## src/rtl/rc4_pkg.sv

```systemverilog
package rc4_pkg;

    localparam int PERM_DEPTH    = 256;
    localparam int BYTE_W        = 8;
    localparam int KEY_BYTES_MAX = 256;
    localparam int KEY_AW        = $clog2(KEY_BYTES_MAX);
    localparam int KEY_CNT_W     = $clog2(KEY_BYTES_MAX + 1);

    localparam logic KIND_LOAD = 1'b0;
    localparam logic KIND_NEXT = 1'b1;

    typedef enum logic [3:0] {
        ST_IDLE,
        ST_INIT,
        ST_KS_RD,
        ST_KS_J,
        ST_KS_WN,
        ST_KS_WJ,
        ST_PR_J,
        ST_PR_WI,
        ST_PR_WJ
    } state_t;

    typedef struct packed {
        logic load;     // store one key byte if there is room
        logic finish;   // latch key length, restart count and key pointer
        logic advance;  // read key byte at pointer, step pointer mod length
    } key_ctl_t;

endpackage

```

## src/rtl/rc4_key_store.sv

```systemverilog
module rc4_key_store
    import rc4_pkg::*;
(
    input  logic              clk,
    input  logic              rst_n,
    input  key_ctl_t          ctl,
    input  logic [BYTE_W-1:0] key_byte,
    output logic [BYTE_W-1:0] key_data
);

    logic [BYTE_W-1:0]    key_mem [KEY_BYTES_MAX];
    logic [KEY_CNT_W-1:0] count_reg, count_next;
    logic [KEY_CNT_W-1:0] len_reg, len_next;
    logic [KEY_AW-1:0]    kp_reg, kp_next;
    logic [BYTE_W-1:0]    key_data_reg;
    logic                 room;

    assign room = count_reg < KEY_CNT_W'(KEY_BYTES_MAX);

    always_comb
    begin
        count_next = count_reg;
        len_next   = len_reg;
        kp_next    = kp_reg;
        if (ctl.load && room)
        begin
            count_next = count_reg + 1'b1;
        end
        if (ctl.finish)
        begin
            len_next   = count_next;
            count_next = '0;
            kp_next    = '0;
        end
        if (ctl.advance)
        begin
            if (({1'b0, kp_reg} + 1'b1) == len_reg)
            begin
                kp_next = '0;
            end
            else
            begin
                kp_next = kp_reg + 1'b1;
            end
        end
    end

    always_ff @(posedge clk or negedge rst_n)
    begin
        if (!rst_n)
        begin
            count_reg <= '0;
            len_reg   <= KEY_CNT_W'(1);
            kp_reg    <= '0;
        end
        else
        begin
            count_reg <= count_next;
            len_reg   <= len_next;
            kp_reg    <= kp_next;
        end
    end

    always_ff @(posedge clk)
    begin
        if (ctl.load && room)
        begin
            key_mem[count_reg[KEY_AW-1:0]] <= key_byte;
        end
        if (ctl.advance)
        begin
            key_data_reg <= key_mem[kp_reg];
        end
    end

    assign key_data = key_data_reg;

endmodule

```

## config.mk

```make
export PLATFORM = sky130hd
export DESIGN_NAME = rc4_key_store
export DESIGN_NICKNAME = d
export VERILOG_FILES = /design/src/rtl/rc4_pkg.sv /design/src/rtl/rc4_key_store.sv
export SDC_FILE = /design/constraint.sdc
export NUM_CORES = 2
export LEC_CHECK = 0
export ABC_AREA = 1
export BUFFER_PORTS_ARGS = -buffer_cell sky130_fd_sc_hd__buf_4
export CAP_MARGIN = 20
export CORE_ASPECT_RATIO = 0.9
export CORE_MARGIN = 5
export CORE_UTILIZATION = 57
export DETAILED_ROUTE_END_ITERATION = 12
export GPL_ROUTABILITY_DRIVEN = 1
export GPL_TIMING_DRIVEN = 1
export MAX_ROUTING_LAYER = met4
export PLACE_DENSITY = 0.75
export RECOVER_POWER = 25
export SLEW_MARGIN = 20
export SYNTH_ARGS = -nofsm -noshare
export SYNTH_HDL_FRONTEND = slang
export SYNTH_SLANG_ARGS = --single-unit
export TNS_END_PERCENT = 1
```

## constraint.sdc

```tcl
create_clock -name clk -period 2 [get_ports clk]
set_input_delay 0.1 -clock clk [delete_from_list [all_inputs] [get_ports clk]]
set_output_delay 0.1 -clock clk [all_outputs]
set_load 0.02 [all_outputs]
```

# Yosys cells after proc, flatten, opt, wreduce, memory -nomap -nowiden
# Memory sizes are Yosys's and may differ from the RTL's. A register that Yosys moved wholly into a read port is not among the register bits.
# Cells that the tools add are included.
# Widths: inputs -> output; s select.
# word_totals
regBits	26
ram_bits	2048
inputBits	13
out_inout_bits	8
n_memories	1
# op_classes
add_sub_neg	3
n_lt_le_gt_ge	1
n_eq_ne	1
mux	7
reduce_logical	2
# mem_list
name	depth	word_bits	read_ports	rd_clocked_by_memory_dff	write_ports	line_no	rtl
key_mem	256	8	1	1	1	rc4_key_store.sv:11	logic [BYTE_W-1:0] key_mem [KEY_BYTES_MAX];
# op_table
operator	n
$mux 8	3
$mux 9	2
$add 8x1->9 const B	1
$add 9x1->9 const B	1
$eq 9x9->1	1
$lt 9x9->1 const B	1
$add 8x1->8 const B	1
$mux 1	2
$reduce_bool 2->1	1
$logic_and 1x1->1	1

# Logic depth before layout (Yosys ltp)
# logic_depth
depth_word	4
ltp_mapped	14
ltp_nobuf	14

# Worst setup path after synthesis
# OpenSTA, ideal clock, no wires.
# synth_timing
path_kind	reg-to-reg
from	reg count_reg[8]
to	mem key_mem[175][0], enable pin
arrival_ns	1.748
t_required_ns	1.630
slack_ns	-0.118
stages_incl_launch_ff	9
path_cell_list	dfrtp_1 > nor2_2 > inv_1 > nor2_2 > inv_1 > nor2_1 > inv_1 > clkbuf_1 > nor2_1
# synth_between
elab_chain_len	4
# synth_lines
element	line_no	rtl
start, declared	rc4_key_store.sv:12	logic [KEY_CNT_W-1:0] count_reg, count_next;
start signal, assigned	rc4_key_store.sv:58	count_reg <= count_next;
$lt 9x9->1	rc4_key_store.sv:18	assign room = count_reg < KEY_CNT_W'(KEY_BYTES_MAX);
$logic_and 1x1->1	rc4_key_store.sv:66	if (ctl.load && room)
$mux 1	rc4_key_store.sv:66	
$mux 1 (implied by the code)	rc4_key_store.sv:68	key_mem[count_reg[KEY_AW-1:0]] <= key_byte;
end, declared	rc4_key_store.sv:11	
# Every way passes these cells.

==> impl_metrics.tcl <==
set metrics [dict create \
    fin_skew_ns 0.0226 \
    ys_warn_count 0 \
    max_freq_mhz 395 \
    grt_usage_pct 31.1 \
    synthToLayoutAreaGrowth_pct 18.3 \
    seq_area_um2 62400 \
    grt_overflow_total 0 \
    worst-r2r-setup-slack_ns -0.53 \
    violations "max-capacitance violations, max-slew violations, negative setup slack" \
    dp_slack_ns -1.05 \
    multi_input_area_um2 21000 \
    slew_headroom_pct -16.9 \
    largest_reg_flops 2048 \
    setup_viol 228 \
    htree_levels 4 \
    totalWireLength_um 241000 \
    drtIter0Drc 9421 \
    synth_top_cell_by_area "edfxtp_1" \
    cap_violations 3 \
    vias_per_cell 6.19 \
    cts_buffer_depth 3 \
    r2r-start "kp_reg[1]" \
    avgRoutedWirePerCell_um 24.8 \
    whs_endpoint "count_reg[8]" \
    reg2reg_depth 12 \
    grt_max_degree 97 \
    drc_errors 0 \
    cp.required_ns 2.60 \
    status "finished, violations left" \
    netlist_area_um2 84500 \
    cp_common_cell "nand3_2" \
    synth-seq-cells 2082 \
    vias 60200 \
    num_rows 134 \
    min_path_type "primary input to register" \
    initial_core_util_pct 57.2 \
    place_congestion 0.925 \
    portBuffers 20 \
    fillers 9769 \
    boundaryPins 21 \
    fin_cells 9724 \
    synth_nets 7168 \
    cts_buffers 193 \
    antenna_found_initial 7 \
    critPathBufInv 3 \
    cp_slowest_stage_delay_ns 0.56 \
    crit_slowest_cell "dfrtp_4" \
    grt_pass1_wl_um 356000 \
    ys_top_cells_by_area "edfxtp_1, nand3_1, nand2_1, buf_2, nor2_1" \
    hold_violations 0 \
    cts_root_buffer "clkbuf_16" \
    tightest_slew_ns 1.75 \
    synth_edf_count 2056 \
    post-route-period-util_pct 126 \
    seq_area_frac_synth_pct 73.9 \
    crit_path_end_kind "register" \
    drv_slew 119 \
    worstPathCellList "inv_12, buf_4, bufbuf_16, nand3_1, nand3_2, nand3_2, nand3_2, nand3_4, nand3_4, nand2_2, nand2_2, nand2_1" \
    cp_top_family "simple AND/OR/NAND/NOR gates" \
    clkSinkCount 2082 \
    r2r-end "key_data[0]" \
    worstSetupPathType "register to register" \
    clk_latency_ns 0.84 \
    crit_arrival_ns 3.12 \
    rsz0062_at_grt "true" \
    ys_dominant_reg_cell "edfxtp_1" \
    core_region_area_um2 148000 \
    synthCells 7150 \
    die_area_um2 156000 \
    drive_above_1_share_pct 15.7 \
    fp.dieW_um 416 \
    cts.clk_slew.worst_paths_ns 0.07 \
    crit_fanout 24 \
    power.density_nw_per_um2 1190 \
    fin_ws_ns -0.528 \
    async_flop_share_pct 1.25 \
    grt_pass1_vias 57500 \
    place_inst 9314 \
    postRouteAntennaNets 0 \
    period_needed_ns 2.53 \
    worstHoldStart "ctl[2]" \
    irDropWorstVdd_mv 1.05 \
    drt_pre_antenna_iters 6 \
    fp.dieH_um 375 \
    fin_nets 7608 \
    cts_tree "built" \
    leakage_nw 36.0 \
    synth_area_per_cell_um2 11.8 \
    synth_top_cell_area_share_pct 73.1 \
    cp-start-kind "register" \
    yosysUniqueCellTypes 24 \
    dp_hpwl_um 143000 \
    hold_depth 4 \
]
## area by class of cell
class                      instances  share of cell area [%]
antenna                           10                  0.0250
clock buffer                     247                    5.09
tap                             1972                    2.47
clock inverter                   100                   0.844
inverter                          48                   0.215
multi-input combinational       4533                    21.0
timing repair buffer             732                    7.88
sequential                      2082                    62.4
## per-layer routing
layer  wire length, um  track usage [%]
met1             87500             41.5
met5                 0                -
met3             31100             7.32
met2            112000             47.0
met4             10500             12.0
## Yosys cell counts (all sizes together), types with 3 or more instances
master  instances
xor2            7
xnor2           3
ha              5
dfrtp          25
buf           315
edfxtp       2056
nand3        2042
o21ai          11
nand2        2167
clkinv          3
clkbuf        172
nor3           17
nor2          276
inv            45
## worst register-to-register path, delay by kind of cell (launching register included)
kind	cells	cell delay, ns
flip-flops	1	0.56
AND/OR/NAND/NOR	9	0.96
buffers and inverters	3	0.76
## per-stage QoR
stage / hold slack (ns) / power, mW / TNS (ns) / util, % / instance area, um^2
2_1_floorplan: -0.196 / 67.3 / -38.87 / - / 84500
3_3_place_gp: 0.0437 / 78.8 / -22.72 / 62.1 / 91800
3_5_place_dp: 0.0406 / 79.5 / -22.32 / 62.1 / 91800
4_1_cts: 0.0875 / 117 / -6.89 / 67.3 / 99400
5_1_grt: 0.213 / 123 / -34.84 / 67.7 / 99900
6_report: 0.222 / 118 / -10.48 / 67.7 / 99900
## how the worst max path moves through the flow
stage / startpoint / to / cells after the start
6_report: kp_reg[1] / key_data[0] / 12
5_1_grt: kp_reg[0] / key_data[6] / 13
4_1_cts: kp_reg[0] / key_data[0] / 13
3_5_place_dp: kp_reg[0] / key_data[0] / 14
3_3_place_gp: kp_reg[0] / key_data[0] / 14
2_1_floorplan: count_reg[8] / key_mem[175][0] / 8
## report_power, final
| part | internal (mW) | switching, mW | total, mW | leakage (nW) |
|---|---|---|---|---|
| logic | 12.4 | 22.6 | 35.0 | 14.3 |
| clock network | 19.1 | 16.1 | 35.1 | 2.89 |
| registers | 48.1 | 0.235 | 48.4 | 18.8 |
## cell families after synthesis
logic type	Yosys count	share of synthesized area, %
AOI/OAI and AO/OA	12	0.0726
xor gates and xnor gates	10	0.104
adders and majority gates	5	0.0741
buffers and inverters	535	2.77
DFF	2082	73.9
and+or+nand+nor	4506	23.1
## cells in the final DEF (no fill, tap or decap), types with 17 or more instances in the layout
master	Yosys	final
nand2_1	2167	2142
edfxtp_1	2056	2056
nand3_1	2042	1868
buf_4	6	485
nor2_1	274	245
clkbuf_16	0	201
nand3_2	0	147
buf_12	0	119
clkbuf_1	172	62
clkinv_1	3	45
inv_1	43	38
buf_6	0	32
clkinv_2	0	29
nand3_4	0	27
nor2_2	2	27
buf_16	0	19
dfrtp_1	25	19
nand2_2	0	17
## what timing repair did
action                                 4_1_cts  5_1_grt
hold buffers                                15        0
resized for setup                          188      145
cloned                                      16        7
setup endpoints to repair                  428      449
buffers inserted                             8        8
pin swaps                                   25       39
endpoints found under the hold margin     1991        0
No activity file was read; power rests on OpenSTA's default activity.
